File: src/vwaf_pkg.sv
// vwaf_pkg: shared types, fixed-point constants and helpers of the virtual wall assist block
// no dependencies; compiled first
`timescale 1ns / 1ps

package vwaf_pkg;

    // operation codes carried by each item
    typedef enum logic [1:0] {
        OP_HOLD    = 2'd0,
        OP_ASCEND  = 2'd1,
        OP_DESCEND = 2'd2,
        OP_SIT     = 2'd3
    } op_e;

    localparam int POS_W   = 16;  // Q3.12 positions
    localparam int FORCE_W = 16;  // Q7.8 forces
    localparam int DEPTH_W = 13;  // wall depth register
    localparam int CALC_W  = 24;  // internal datapath width, exact for all sums

    localparam logic [DEPTH_W-1:0] WALL_DEPTH_RESET = 13'd1229;

    // geometry constants, Q3.12
    localparam logic signed [CALC_W-1:0] C_003 = 24'sd123;
    localparam logic signed [CALC_W-1:0] C_002 = 24'sd82;
    localparam logic signed [CALC_W-1:0] C_02  = 24'sd819;
    localparam logic signed [CALC_W-1:0] C_04  = 24'sd1638;
    localparam logic signed [CALC_W-1:0] C_05  = 24'sd2048;
    localparam logic signed [CALC_W-1:0] C_ZLO = -24'sd614;
    localparam logic signed [CALC_W-1:0] C_ZHI = -24'sd205;

    // force constants, Q7.8
    localparam logic signed [CALC_W-1:0]  F_ONE_W   = 24'sd256;
    localparam logic signed [FORCE_W-1:0] F_ONE     = 16'sd256;
    localparam logic signed [FORCE_W-1:0] F_ASC_Y   = 16'sd3072;
    localparam logic signed [FORCE_W-1:0] F_DOWN_Y  = -16'sd1280;
    localparam logic signed [FORCE_W-1:0] F_SIT_MAX = 16'sd1280;

    // one input item as held in the input register
    typedef struct packed {
        logic [1:0]              op;
        logic signed [POS_W-1:0] obstacle_distance;
        logic signed [POS_W-1:0] obstacle_height;
        logic signed [POS_W-1:0] obstacle_depth;
        logic signed [POS_W-1:0] toe_x;
        logic signed [POS_W-1:0] toe_y;
        logic signed [POS_W-1:0] hip_x;
        logic signed [POS_W-1:0] hip_y;
        logic signed [POS_W-1:0] foot_vel_x;
        logic signed [POS_W-1:0] zmp_x;
    } tick_t;

    // one result item
    typedef struct packed {
        logic                      assist_active;
        logic signed [FORCE_W-1:0] force_x;
        logic signed [FORCE_W-1:0] force_y;
    } result_t;

    // clamp to the signed 16-bit force range
    function automatic logic signed [FORCE_W-1:0] sat16(input logic signed [CALC_W-1:0] v);
        logic signed [FORCE_W-1:0] r;
        if (v > 24'sd32767)
        begin
            r = 16'sh7FFF;
        end
        else if (v < -24'sd32768)
        begin
            r = -16'sh8000;
        end
        else
        begin
            r = v[FORCE_W-1:0];
        end
        return r;
    endfunction

endpackage

File: src/vwaf_tick_if.sv
// vwaf_tick_if: valid/ready channel carrying one control tick item
// depends on vwaf_pkg for field widths
`timescale 1ns / 1ps

interface vwaf_tick_if;
    logic                              valid;
    logic                              ready;
    logic [1:0]                        op;
    logic signed [vwaf_pkg::POS_W-1:0] obstacle_distance;
    logic signed [vwaf_pkg::POS_W-1:0] obstacle_height;
    logic signed [vwaf_pkg::POS_W-1:0] obstacle_depth;
    logic signed [vwaf_pkg::POS_W-1:0] toe_x;
    logic signed [vwaf_pkg::POS_W-1:0] toe_y;
    logic signed [vwaf_pkg::POS_W-1:0] hip_x;
    logic signed [vwaf_pkg::POS_W-1:0] hip_y;
    logic signed [vwaf_pkg::POS_W-1:0] foot_vel_x;
    logic signed [vwaf_pkg::POS_W-1:0] zmp_x;

    modport source (
        output valid, op, obstacle_distance, obstacle_height, obstacle_depth,
               toe_x, toe_y, hip_x, hip_y, foot_vel_x, zmp_x,
        input  ready
    );

    modport sink (
        input  valid, op, obstacle_distance, obstacle_height, obstacle_depth,
               toe_x, toe_y, hip_x, hip_y, foot_vel_x, zmp_x,
        output ready
    );
endinterface

File: src/vwaf_assist_if.sv
// vwaf_assist_if: valid/ready channel carrying one assist force item
// depends on vwaf_pkg for field widths
`timescale 1ns / 1ps

interface vwaf_assist_if;
    logic                                valid;
    logic                                ready;
    logic                                assist_active;
    logic signed [vwaf_pkg::FORCE_W-1:0] force_x;
    logic signed [vwaf_pkg::FORCE_W-1:0] force_y;

    modport source (
        output valid, assist_active, force_x, force_y,
        input  ready
    );

    modport sink (
        input  valid, assist_active, force_x, force_y,
        output ready
    );
endinterface

File: src/vwaf_cfg.sv
// vwaf_cfg: APB-style register block holding the ascend wall depth
// depends on vwaf_pkg
`timescale 1ns / 1ps

module vwaf_cfg (
    input  logic                         clk,
    input  logic                         rst_n,
    input  logic                         psel,
    input  logic                         penable,
    input  logic                         pwrite,
    input  logic [2:0]                   paddr,
    input  logic [31:0]                  pwdata,
    output logic [31:0]                  prdata,
    output logic                         pready,
    output logic [vwaf_pkg::DEPTH_W-1:0] wall_depth
);

    logic [vwaf_pkg::DEPTH_W-1:0] wall_depth_reg;
    logic [vwaf_pkg::DEPTH_W-1:0] wall_depth_next;
    logic                         wr_en;
    logic                         sel_depth;

    assign pready    = 1'b1;
    assign sel_depth = (paddr[2] == 1'b0);
    assign wr_en     = psel && penable && pwrite && pready && sel_depth;

    always_comb
    begin
        wall_depth_next = wall_depth_reg;
        if (wr_en)
        begin
            wall_depth_next = pwdata[vwaf_pkg::DEPTH_W-1:0];
        end
    end

    always_ff @(posedge clk or negedge rst_n)
    begin
        if (!rst_n)
        begin
            wall_depth_reg <= vwaf_pkg::WALL_DEPTH_RESET;
        end
        else
        begin
            wall_depth_reg <= wall_depth_next;
        end
    end

    assign prdata     = sel_depth ? {{(32 - vwaf_pkg::DEPTH_W){1'b0}}, wall_depth_reg} : 32'd0;
    assign wall_depth = wall_depth_reg;

endmodule

File: src/vwaf_force.sv
// vwaf_force: region test and assist force law for one registered tick
// depends on vwaf_pkg; purely combinational, sits between input and result registers
`timescale 1ns / 1ps

module vwaf_force (
    input  vwaf_pkg::tick_t              tick,
    input  logic [vwaf_pkg::DEPTH_W-1:0] wall_depth,
    input  vwaf_pkg::result_t            held,
    output vwaf_pkg::result_t            result
);

    localparam int W = vwaf_pkg::CALC_W;

    logic signed [W-1:0] d_w, h_w, p_w, tx_w, ty_w, hx_w, hy_w, v_w, z_w, dep_w;

    logic signed [W-1:0] asc_s, asc_xd, asc_lhs, asc_rhs, asc_num, asc_fx;
    logic                asc_in;
    logic signed [W-1:0] dsc_s, dsc_xd, dsc_num, dsc_fx;
    logic                dsc_in;
    logic signed [W-1:0] sit_lin, sit_fx;
    logic                sit_in;

    assign d_w   = W'($signed(tick.obstacle_distance));
    assign h_w   = W'($signed(tick.obstacle_height));
    assign p_w   = W'($signed(tick.obstacle_depth));
    assign tx_w  = W'($signed(tick.toe_x));
    assign ty_w  = W'($signed(tick.toe_y));
    assign hx_w  = W'($signed(tick.hip_x));
    assign hy_w  = W'($signed(tick.hip_y));
    assign v_w   = W'($signed(tick.foot_vel_x));
    assign z_w   = W'($signed(tick.zmp_x));
    assign dep_w = $signed({{(W - vwaf_pkg::DEPTH_W){1'b0}}, wall_depth});

    // ascend: ramp from s to the edge, slope 2/5 compared exactly by scaling by 5
    assign asc_s   = d_w - dep_w;
    assign asc_xd  = tx_w - asc_s;
    assign asc_lhs = 24'sd5 * ty_w;
    assign asc_rhs = 24'sd2 * asc_xd + 24'sd5 * (h_w + vwaf_pkg::C_003) - 24'sd2 * dep_w;
    assign asc_in  = (tx_w > asc_s) && (tx_w < d_w) && (asc_lhs < asc_rhs);
    // -1.5 * (xd + v) in Q7.8, rounded, arithmetic shift is floor
    assign asc_num = 24'sd16 - 24'sd3 * (asc_xd + v_w);
    assign asc_fx  = asc_num >>> 5;

    // descend: box just past the step edge, below the step top
    assign dsc_s   = d_w - p_w;
    assign dsc_xd  = tx_w - dsc_s;
    assign dsc_in  = (tx_w > dsc_s) && (tx_w < dsc_s + vwaf_pkg::C_02)
                  && (ty_w < vwaf_pkg::C_002 - h_w);
    assign dsc_num = 24'sd8 - 24'sd5 * (dsc_xd + v_w);
    assign dsc_fx  = dsc_num >>> 4;

    // sit: hip box above the seat, zmp law clamps at both ends
    assign sit_in  = (hx_w < d_w + vwaf_pkg::C_05) && (hx_w > d_w)
                  && (hy_w < h_w + vwaf_pkg::C_04);
    assign sit_lin = ((24'sd1 - 24'sd5 * z_w) >>> 1) - vwaf_pkg::F_ONE_W;

    always_comb
    begin
        priority if (z_w < vwaf_pkg::C_ZLO)
        begin
            sit_fx = W'(vwaf_pkg::F_SIT_MAX);
        end
        else if (z_w > vwaf_pkg::C_ZHI)
        begin
            sit_fx = vwaf_pkg::F_ONE_W;
        end
        else
        begin
            sit_fx = sit_lin;
        end
    end

    always_comb
    begin
        result = '0;
        unique case (vwaf_pkg::op_e'(tick.op))
            vwaf_pkg::OP_HOLD:
            begin
                result = held;
            end
            vwaf_pkg::OP_ASCEND:
            begin
                if (asc_in)
                begin
                    result.assist_active = 1'b1;
                    result.force_x       = vwaf_pkg::sat16(asc_fx);
                    result.force_y       = vwaf_pkg::F_ASC_Y;
                end
            end
            vwaf_pkg::OP_DESCEND:
            begin
                if (dsc_in)
                begin
                    result.assist_active = 1'b1;
                    result.force_x       = vwaf_pkg::sat16(dsc_fx);
                    result.force_y       = vwaf_pkg::F_DOWN_Y;
                end
            end
            vwaf_pkg::OP_SIT:
            begin
                if (sit_in)
                begin
                    result.assist_active = 1'b1;
                    result.force_x       = vwaf_pkg::sat16(sit_fx);
                    result.force_y       = vwaf_pkg::F_DOWN_Y;
                end
            end
            default:
            begin
                result = held;
            end
        endcase
    end

endmodule

File: src/virtual_wall_assist_force.sv
// virtual_wall_assist_force: top level, input register, force logic and result register
// depends on vwaf_pkg, vwaf_tick_if, vwaf_assist_if, vwaf_cfg and vwaf_force
`timescale 1ns / 1ps

// Virtual wall assist force. Each item on the tick channel is one control tick with a
// mode (hold, ascend, descend, sit), the obstacle geometry and the limb positions. The
// block tests whether the swing toe (ascend, descend) or the support hip (sit) lies
// inside a virtual wall region and, if so, returns a saturated Q7.8 assist force with
// assist_active set; outside it returns zero force. A hold tick repeats the last result.
// Throughput is one item per clock while the output is not stalled: the input register
// and the result register are each one stage deep, so a tick taken into the input
// register moves on to the result register as soon as the result slot is free. While a
// finished result waits on a stalled output the input register takes one more tick and
// then the input stalls until the result drains. The only state carried from item to
// item is the last result, which lives in the result register.
// wall_depth (APB offset 0, reset 1229 = 0.3 m) must be written only while idle.

module virtual_wall_assist_force (
    input  logic                clk,
    input  logic                rst_n,
    vwaf_tick_if.sink           tick,
    vwaf_assist_if.source       assist,
    input  logic                psel,
    input  logic                penable,
    input  logic                pwrite,
    input  logic [2:0]          paddr,
    input  logic [31:0]         pwdata,
    output logic [31:0]         prdata,
    output logic                pready
);

    // input register
    logic              in_valid_reg;
    logic              in_valid_next;
    vwaf_pkg::tick_t   in_tick_reg;
    vwaf_pkg::tick_t   in_tick_next;

    // result register; its payload doubles as the held result for hold ticks
    logic              out_valid_reg;
    logic              out_valid_next;
    vwaf_pkg::result_t out_result_reg;
    vwaf_pkg::result_t out_result_next;

    vwaf_pkg::result_t                result;
    logic [vwaf_pkg::DEPTH_W-1:0]     wall_depth;
    logic                             out_free;
    logic                             advance;
    logic                             take_in;

    vwaf_cfg u_cfg (
        .clk        (clk),
        .rst_n      (rst_n),
        .psel       (psel),
        .penable    (penable),
        .pwrite     (pwrite),
        .paddr      (paddr),
        .pwdata     (pwdata),
        .prdata     (prdata),
        .pready     (pready),
        .wall_depth (wall_depth)
    );

    vwaf_force u_force (
        .tick       (in_tick_reg),
        .wall_depth (wall_depth),
        .held       (out_result_reg),
        .result     (result)
    );

    // result slot is free when empty or being drained this cycle
    assign out_free   = !out_valid_reg || assist.ready;
    assign advance    = in_valid_reg && out_free;
    assign tick.ready = !in_valid_reg || out_free;
    assign take_in    = tick.valid && tick.ready;

    always_comb
    begin
        in_valid_next = in_valid_reg;
        in_tick_next  = in_tick_reg;
        if (take_in)
        begin
            in_valid_next                  = 1'b1;
            in_tick_next.op                = tick.op;
            in_tick_next.obstacle_distance = tick.obstacle_distance;
            in_tick_next.obstacle_height   = tick.obstacle_height;
            in_tick_next.obstacle_depth    = tick.obstacle_depth;
            in_tick_next.toe_x             = tick.toe_x;
            in_tick_next.toe_y             = tick.toe_y;
            in_tick_next.hip_x             = tick.hip_x;
            in_tick_next.hip_y             = tick.hip_y;
            in_tick_next.foot_vel_x        = tick.foot_vel_x;
            in_tick_next.zmp_x             = tick.zmp_x;
        end
        else if (advance)
        begin
            in_valid_next = 1'b0;
        end
    end

    always_comb
    begin
        out_valid_next  = out_valid_reg;
        out_result_next = out_result_reg;
        if (advance)
        begin
            out_valid_next  = 1'b1;
            out_result_next = result;
        end
        else if (assist.ready)
        begin
            out_valid_next = 1'b0;
        end
    end

    always_ff @(posedge clk or negedge rst_n)
    begin
        if (!rst_n)
        begin
            in_valid_reg   <= 1'b0;
            out_valid_reg  <= 1'b0;
            out_result_reg <= '0;  // held result starts at zero force, inactive
        end
        else
        begin
            in_valid_reg   <= in_valid_next;
            out_valid_reg  <= out_valid_next;
            out_result_reg <= out_result_next;
        end
    end

    // tick payload needs no reset
    always_ff @(posedge clk)
    begin
        in_tick_reg <= in_tick_next;
    end

    assign assist.valid         = out_valid_reg;
    assign assist.assist_active = out_result_reg.assist_active;
    assign assist.force_x       = out_result_reg.force_x;
    assign assist.force_y       = out_result_reg.force_y;

endmodule

File: src/flat_wrapper.sv
// flat-port wrapper written by rule: the top's interface ports become plain ports
module virtual_wall_assist_force_flat 
  (clk, rst_n, psel, penable, pwrite, paddr, pwdata, prdata, pready, tick_valid, tick_op, tick_obstacle_distance, tick_obstacle_height, tick_obstacle_depth, tick_toe_x, tick_toe_y, tick_hip_x, tick_hip_y, tick_foot_vel_x, tick_zmp_x, tick_ready, assist_valid, assist_assist_active, assist_force_x, assist_force_y, assist_ready);
  vwaf_tick_if tick_i ();
  vwaf_assist_if assist_i ();
  input  logic clk;
  input  logic rst_n;
  input  logic psel;
  input  logic penable;
  input  logic pwrite;
  input  logic [2:0] paddr;
  input  logic [31:0] pwdata;
  output logic [31:0] prdata;
  output logic pready;
  input wire logic [$bits(tick_i.valid)-1:0] tick_valid;
  input wire logic [$bits(tick_i.op)-1:0] tick_op;
  input wire logic [$bits(tick_i.obstacle_distance)-1:0] tick_obstacle_distance;
  input wire logic [$bits(tick_i.obstacle_height)-1:0] tick_obstacle_height;
  input wire logic [$bits(tick_i.obstacle_depth)-1:0] tick_obstacle_depth;
  input wire logic [$bits(tick_i.toe_x)-1:0] tick_toe_x;
  input wire logic [$bits(tick_i.toe_y)-1:0] tick_toe_y;
  input wire logic [$bits(tick_i.hip_x)-1:0] tick_hip_x;
  input wire logic [$bits(tick_i.hip_y)-1:0] tick_hip_y;
  input wire logic [$bits(tick_i.foot_vel_x)-1:0] tick_foot_vel_x;
  input wire logic [$bits(tick_i.zmp_x)-1:0] tick_zmp_x;
  output wire logic [$bits(tick_i.ready)-1:0] tick_ready;
  output wire logic [$bits(assist_i.valid)-1:0] assist_valid;
  output wire logic [$bits(assist_i.assist_active)-1:0] assist_assist_active;
  output wire logic [$bits(assist_i.force_x)-1:0] assist_force_x;
  output wire logic [$bits(assist_i.force_y)-1:0] assist_force_y;
  input wire logic [$bits(assist_i.ready)-1:0] assist_ready;
  assign tick_i.valid = tick_valid;
  assign tick_i.op = tick_op;
  assign tick_i.obstacle_distance = tick_obstacle_distance;
  assign tick_i.obstacle_height = tick_obstacle_height;
  assign tick_i.obstacle_depth = tick_obstacle_depth;
  assign tick_i.toe_x = tick_toe_x;
  assign tick_i.toe_y = tick_toe_y;
  assign tick_i.hip_x = tick_hip_x;
  assign tick_i.hip_y = tick_hip_y;
  assign tick_i.foot_vel_x = tick_foot_vel_x;
  assign tick_i.zmp_x = tick_zmp_x;
  assign tick_ready = tick_i.ready;
  assign assist_valid = assist_i.valid;
  assign assist_assist_active = assist_i.assist_active;
  assign assist_force_x = assist_i.force_x;
  assign assist_force_y = assist_i.force_y;
  assign assist_i.ready = assist_ready;
  virtual_wall_assist_force u_core (.clk(clk), .rst_n(rst_n), .tick(tick_i), .assist(assist_i), .psel(psel), .penable(penable), .pwrite(pwrite), .paddr(paddr), .pwdata(pwdata), .prdata(prdata), .pready(pready));
endmodule
File: config.mk
export PLATFORM = sky130hd
export DESIGN_NAME = virtual_wall_assist_force_flat
export DESIGN_NICKNAME = d
export VERILOG_FILES = /design/src/vwaf_pkg.sv /design/src/vwaf_tick_if.sv /design/src/vwaf_assist_if.sv /design/src/vwaf_cfg.sv /design/src/vwaf_force.sv /design/src/virtual_wall_assist_force.sv /design/src/flat_wrapper.sv
export SDC_FILE = /design/constraint.sdc
export NUM_CORES = 1
export LEC_CHECK = 0
export BUFFER_PORTS_ARGS = -buffer_cell sky130_fd_sc_hd__clkbuf_2
export CAP_MARGIN = 0
export CORE_MARGIN = 2
export CORE_UTILIZATION = 60
export CTS_BUF_LIST = sky130_fd_sc_hd__clkbuf_4
export DETAILED_ROUTE_END_ITERATION = 16
export PLACE_DENSITY = 0.92
export SETUP_SLACK_MARGIN = 0.05
export SLEW_MARGIN = 20
export SYNTH_ARGS = -nofsm -noshare
export SYNTH_HDL_FRONTEND = slang
export SYNTH_SLANG_ARGS = --single-unit
File: constraint.sdc
create_clock -name clk -period 9.85 [get_ports clk]
set_input_delay 1.97 -clock clk [delete_from_list [all_inputs] [get_ports clk]]
set_output_delay 1.97 -clock clk [all_outputs]
set_load 0.005 [all_outputs]
=== After elaboration in Yosys (flattened, before gate mapping) ===
Index checks and enable logic that the tools add are counted.

* Bits of input ports: 188
* Logic and storage cells: 96
* Output and inout bits: 68
* Flip-flop bits (word level): 194

* Magnitude comparators: 17
* Reductions and logical operators: 19
* Add/sub/neg operators: 17
* Bitwise logic cells: 2
* Equal/unequal tests: 3
* Muxes and demuxes: 17
* $mul: 5

{| class="wikitable"
|+ Operators with widths
! cell !! number
|-
| 2-to-1 mux 33 bit || 3
|-
| one-hot mux 33 bit (3 select lines) || 1
|-
| 2-to-1 mux 16 bit || 6
|-
| less-than comparator 16 x 17 -> 1 bit || 3
|-
| 2-to-1 mux 24 bit || 2
|-
| multiplier 4 x 16 -> 20 bit, first input constant || 2
|-
| adder 18 x 16 -> 19 bit || 2
|-
| subtractor 16 x 17 -> 18 bit || 2
|-
| > comparator 16 x 17 -> 1 bit || 2
|-
| > comparator 24 x 16 -> 1 bit, second input constant || 1
|-
| less-than comparator 20 x 24 -> 1 bit || 1
|-
| less-than comparator 24 x 16 -> 1 bit, second input constant || 1
|-
| multiplier 3 x 24 -> 24 bit, first input constant || 1
|-
| subtractor 24 x 15 -> 24 bit || 1
|-
| subtractor 5 x 23 -> 24 bit, first input constant || 1
|-
| subtractor 6 x 24 -> 24 bit, first input constant || 1
|-
| multiplier 4 x 19 -> 23 bit, first input constant || 1
|-
| adder 19 x 21 -> 22 bit || 1
|-
| multiplier 4 x 17 -> 21 bit, first input constant || 1
|-
| subtractor 2 x 20 -> 21 bit, first input constant || 1
|-
| subtractor 20 x 10 -> 21 bit, second input constant || 1
|-
| > comparator 20 x 16 -> 1 bit, second input constant || 1
|-
| less-than comparator 20 x 16 -> 1 bit, second input constant || 1
|-
| > comparator 19 x 16 -> 1 bit, second input constant || 1
|-
| 24 further kinds || 42
|}

=== Longest topological paths before layout ===
* Depth after elaboration: 10
* Gate-level depth with buffers: 44
* Depth with buffers taken out: 44

=== Cells and area by module ===
Synthesis repeated with hierarchy kept, for this count alone.

* Cell total of the unflattened synthesis: 2435
* Area, all modules: 23057.1 µm²

{| class="wikitable"
|+ By module, submodules not included
! module !! area an instance (µm²) !! instances !! cells each !! sequential area each (µm²)
|-
| vwaf_force || 16402.0 || 1 || 2148 || 0.0
|-
| virtual_wall_assist_force || 5856.9 || 1 || 223 || 5260.0
|-
| vwaf_cfg || 798.3 || 1 || 64 || 332.8
|}

=== Worst setup path after synthesis ===
OpenSTA, ideal clock, no wires.

* Path type: register to register
* From: reg u_core.u_cfg.wall_depth_reg, in the netlist u_core.u_cfg.wall_depth[1]
* To: reg u_core.out_result_reg, in the netlist u_core.assist.force_x[3]
* Path buffers: 1
* Cell stages (with the launch flop): 42
* Arrival time: 8.035 ns
* Setup slack: 1.726 ns
* Period minus slack after synthesis: 8.124 ns
* Setup time: 0.090 ns
* Required time: 9.760 ns
* Cells stage by stage: dfrtp_1 inv_1 ha_1 nor2b_1 o21ai_0 a21boi_0 o21ai_0 a21boi_0 o21ai_0 nand2_1 xnor2_1 ha_1 a21o_1 a31oi_1 o21ai_0 a31oi_1 xnor2_1 inv_1 [... 6 more ...] ha_1 or2_2 a21oi_1 a21oi_1 nor3_1 xnor2_1 ha_1 a21o_1 a21o_1 a21o_1 a21o_1 a21o_1 a21oi_1 a32oi_1 a221oi_1 clkbuf_1 a22oi_1 o2111ai_1

* Word-level cells in the longest chain between the ends: 10
* Elaborated cells between the ends (all ways): 17
* Classes of those cells: add/sub: 6; mul: 1; order compare: 4; mux: 4; reduce/logical: 2

{| class="wikitable"
|+ RTL lines
! element !! line !! RTL
|-
| from (decl) || vwaf_cfg.sv:18 || <nowiki>logic [vwaf_pkg::DEPTH_W-1:0] wall_depth_reg;</nowiki>
|-
| from (signal assigned) || vwaf_cfg.sv:40 || <nowiki>wall_depth_reg <= vwaf_pkg::WALL_DEPTH_RESET;</nowiki>
|-
| from (signal assigned) || vwaf_cfg.sv:44 || <nowiki>wall_depth_reg <= wall_depth_next;</nowiki>
|-
| subtractor 16 x 14 -> 17 bit || vwaf_force.sv:35 || <nowiki>assign asc_s = d_w - dep_w;</nowiki>
|-
| subtractor 16 x 17 -> 18 bit || vwaf_force.sv:36 || <nowiki>assign asc_xd = tx_w - asc_s;</nowiki>
|-
| adder 18 x 16 -> 19 bit || vwaf_force.sv:41 || <nowiki>assign asc_num = 24'sd16 - 24'sd3 * (asc_xd + v_w);</nowiki>
|-
| multiplier 3 x 24 -> 24 bit || vwaf_force.sv:41 ||
|-
| subtractor 6 x 24 -> 24 bit || vwaf_force.sv:41 ||
|-
| less-than comparator 19 x 16 -> 1 bit || vwaf_pkg.sv:66 || <nowiki>else if (v < -24'sd32768)</nowiki>
|-
| 2-to-1 mux 16 bit || vwaf_pkg.sv:66 ||
|-
| 2-to-1 mux 16 bit || vwaf_pkg.sv:62 || <nowiki>if (v > 24'sd32767)</nowiki>
|-
| 2-to-1 mux 33 bit * || vwaf_force.sv:83 || <nowiki>if (asc_in)</nowiki>
|-
| one-hot mux 33 bit (3 select lines) * || vwaf_force.sv:76 || <nowiki>unique case (vwaf_pkg::op_e'(tick.op))</nowiki>
|-
| to (signal assigned) || virtual_wall_assist_force.sv:127 || <nowiki>out_result_reg <= out_result_next;</nowiki>
|-
| to (decl) || virtual_wall_assist_force.sv:41 || <nowiki>vwaf_pkg::result_t out_result_reg;</nowiki>
|}

Mark *: on every way between the ends. The rest lies on a longest branch, timed or not.
A chain may end at the register's enable or synchronous reset.

=== Worst setup path in the final report ===
* From: reg u_core.u_cfg.wall_depth_reg, in the netlist u_core.u_cfg.wall_depth[1]
* To: reg u_core.out_result_reg, in the netlist u_core.assist.force_x[13]

Same word-level chain as after synthesis.

==> results.cfg <==
[clocking]
clock_sinks = 180
clk_latency_ns = 0.72
clk_pin_slew_ns = 0.19
cts_tree = built
cts_buffer_depth = 2
holdBufCountCts = 0
cts_buffers = 17
htree_levels = 4
cts_root_buffer = clkbuf_4

[logic_synthesis]
synth_edf_count = 146
synth_most_common_cell = ha_1
ys_seq_area_share_pct = 23.48
synth_top_area_share_pct = 24.15
ys_types = 100
synth.area.top_cells = ha_1, edfxtp_1, fa_1
async_flop_share_pct = 18.89
synth-seq-cells = 180
synth_cells = 2423
synth_commonest_cells = ha_1, inv_1, edfxtp_1
synth_area_sq_um = 22330
avgSynthCellArea_sq_um = 9.216
synth_ff_type = edfxtp_1
synth_top_cell_by_area = ha_1
synth_warnings = 0

[grt]
grt_overflow = 0
antenna_found_initial = 1
grt_use_met2_pct = 47.93
busiest_layer = met2
grt_max_degree = 63
grt_pass1_wl_mm = 90.22
grt_pass1_vias = 18270
track_usage_pct = 29.49
grtUsageMet1_pct = 38.43
gr-usage-met3_pct = 5.151

[floorplanning]
pin_count = 256
core.rowCount = 70
initial_core_util_pct = 61.00
core-area_sq_um = 36610
die_h_um = 196.9
die_w_um = 196.9
dieArea_sq_um = 38780

[routing]
routed_via_density = 6.049
wire_per_inst_um = 18.47
first_pass_iters = 7
drc = 0
vias = 18720
detail-route-antenna-nets = 0
routed_wl_mm = 57.17
drtIter0Drc = 1461

[critical_path]
worstPathMaxFanout = 19
r2r-start = u_core.u_cfg.wall_depth[1]
critical_path_class = register to register
reg2reg_to = u_core.assist.force_x[13]
cp.buffers_inverters = 4
reg2regPathDepth = 43
slowest_delay_ns = 0.49
cp-end-kind = register
cp_slowest_cell = fa_1
cp_common_cell = o21ai_0
cp_top_family = compound AO/OA/AOI/OAI gates
r2r_slack_ns = 0.63
required_ns = 10.45
startpoint_type = register
cp.arrival_ns = 9.83

[timing]
skew_ns = 0.04389
fin_crit_sh_pct = 93.65
setup_tns_ns = 0
hold_violations = 0
final_max_slew_viol_count = 0
clock.fmax_mhz = 108.4
timing.final.crit_period_ns = 9.224
rsz0062_at_grt = true
maxSlewHeadroom_pct = 31.79
finalHoldWorstSlack_ns = 0.5095
setup_viol = 0
worst_slew_pin_slew_ns = 1.023

[placed_design]
routabilityCongestion = 0.9490
dp_hpwl_mm = 47.05
port_buffers = 206
dp_cells = 3062

[final_layout]
largest_register_ffs = 146
final_cells = 3095
syn_to_final_growth_pct = 7.838
nets = 3296
drive_gt1_share_pct = 12.26

[min_path]
min_delay_path_depth = 1
min-delay-start = u_core.assist.force_y[10]
hold_path_class = register to register
holdPathEnd = u_core.assist.force_y[10]

[status]
status = completed

[job]
maxCapViolations = 0
-- per-layer routing --
metal | wire length [um] | share of wire [%] | vias to the layer above
met2 | 26080 | 46 | 729
met4 | 2429 | 4.2 | 0
met5 | 0 | 0 | -
met3 | 3768 | 6.6 | 140
met1 | 24900 | 44 | 8856
li1 | - | - | 8996
-- cells by family (layout without fill, tap and decap cells) --
logic type               count (synthesis)  in the layout  share of synthesized area (%)
AO/OA/AOI/OAI                          561            561                          17.09
XOR/XNOR                               209            209                          8.197
adder cells (fa/ha/maj)                495            495                          29.89
buffers and inverters                  391            568                          7.183
flip-flops                             180            180                          23.48
multiplexers                            19             19                         0.9301
other                                    2             29                        0.03363
AND/OR/NAND/NOR                        566            566                          13.21
-- cell type report --
| type | count | area (sq um) |
|---|---|---|
| inverters | 325 | 1220 |
| clock buffers | 17 | 127.6 |
| fillers | 2869 | 12530 |
| multi-input cells | 1878 | 15640 |
| diodes | 1 | 2.502 |
| repair buffers | 211 | 1069 |
| flip-flops and latches | 180 | 5244 |
| well taps | 468 | 585.6 |
| clock inverters | 15 | 191.4 |
-- placed cells by master (no fill, tap or decap), types with 15 or more instances in the layout --
| cell | netlist | layout |
|---|---|---|
| and2_1 | 16 | 15 |
| inv_1 | 325 | 325 |
| a21oi_1 | 138 | 137 |
| nand2_1 | 112 | 112 |
| nand4_1 | 19 | 19 |
| nand3_1 | 48 | 48 |
| or3_1 | 16 | 16 |
| xor2_1 | 67 | 67 |
| a31oi_1 | 18 | 17 |
| fa_1 | 64 | 64 |
| dfrtp_1 | 28 | 27 |
| a21boi_0 | 21 | 20 |
| o21ai_0 | 105 | 102 |
| a21o_1 | 60 | 60 |
| ha_1 | 431 | 431 |
| nor3_1 | 50 | 49 |
| o211ai_1 | 29 | 29 |
| nand2b_1 | 47 | 47 |
| clkbuf_2 | 0 | 205 |
| xnor2_1 | 142 | 141 |
| conb_1 | 2 | 28 |
| edfxtp_1 | 146 | 146 |
| o21a_1 | 31 | 31 |
| nor2b_1 | 39 | 39 |
| clkbuf_4 | 0 | 17 |
| nor2_1 | 128 | 128 |
| or2_2 | 15 | 15 |
-- how the worst max path moves through the flow --
stage,from,endpoint,slack [ns],cells after the start
floorplan,u_core.u_cfg.wall_depth[1],u_core.assist.force_x[3],1.73,41
global placement,u_core.u_cfg.wall_depth[1],u_core.assist.force_x[6],0.72,39
detailed placement,u_core.u_cfg.wall_depth[1],u_core.assist.force_x[13],0.36,43
CTS,u_core.u_cfg.wall_depth[1],u_core.assist.force_x[13],0.31,43
global route,u_core.u_cfg.wall_depth[1],u_core.assist.force_x[6],-0.04,43
finish,u_core.u_cfg.wall_depth[1],u_core.assist.force_x[13],0.63,43
-- metrics by stage --
stage	util (%)	instance area, sq um	setup WS [ns]
finish	65.78	24080	0.6256
global route	65.78	24080	-0.04410
CTS	65.63	24030	0.3058
detailed placement	64.76	23710	0.3595
global placement	64.76	23710	0.7212
floorplan	-	22430	1.726
-- timing repair --
item | in CTS | in global routing
buffers inserted | 0 | 0
endpoints found under the setup margin | 0 | 18
resized for setup | 0 | 13
hold endpoints to repair | 0 | 0
Power is left out: the tool's default activity adds up to more than one toggle a clock period on the data nets, which glitch-free logic cannot reach.
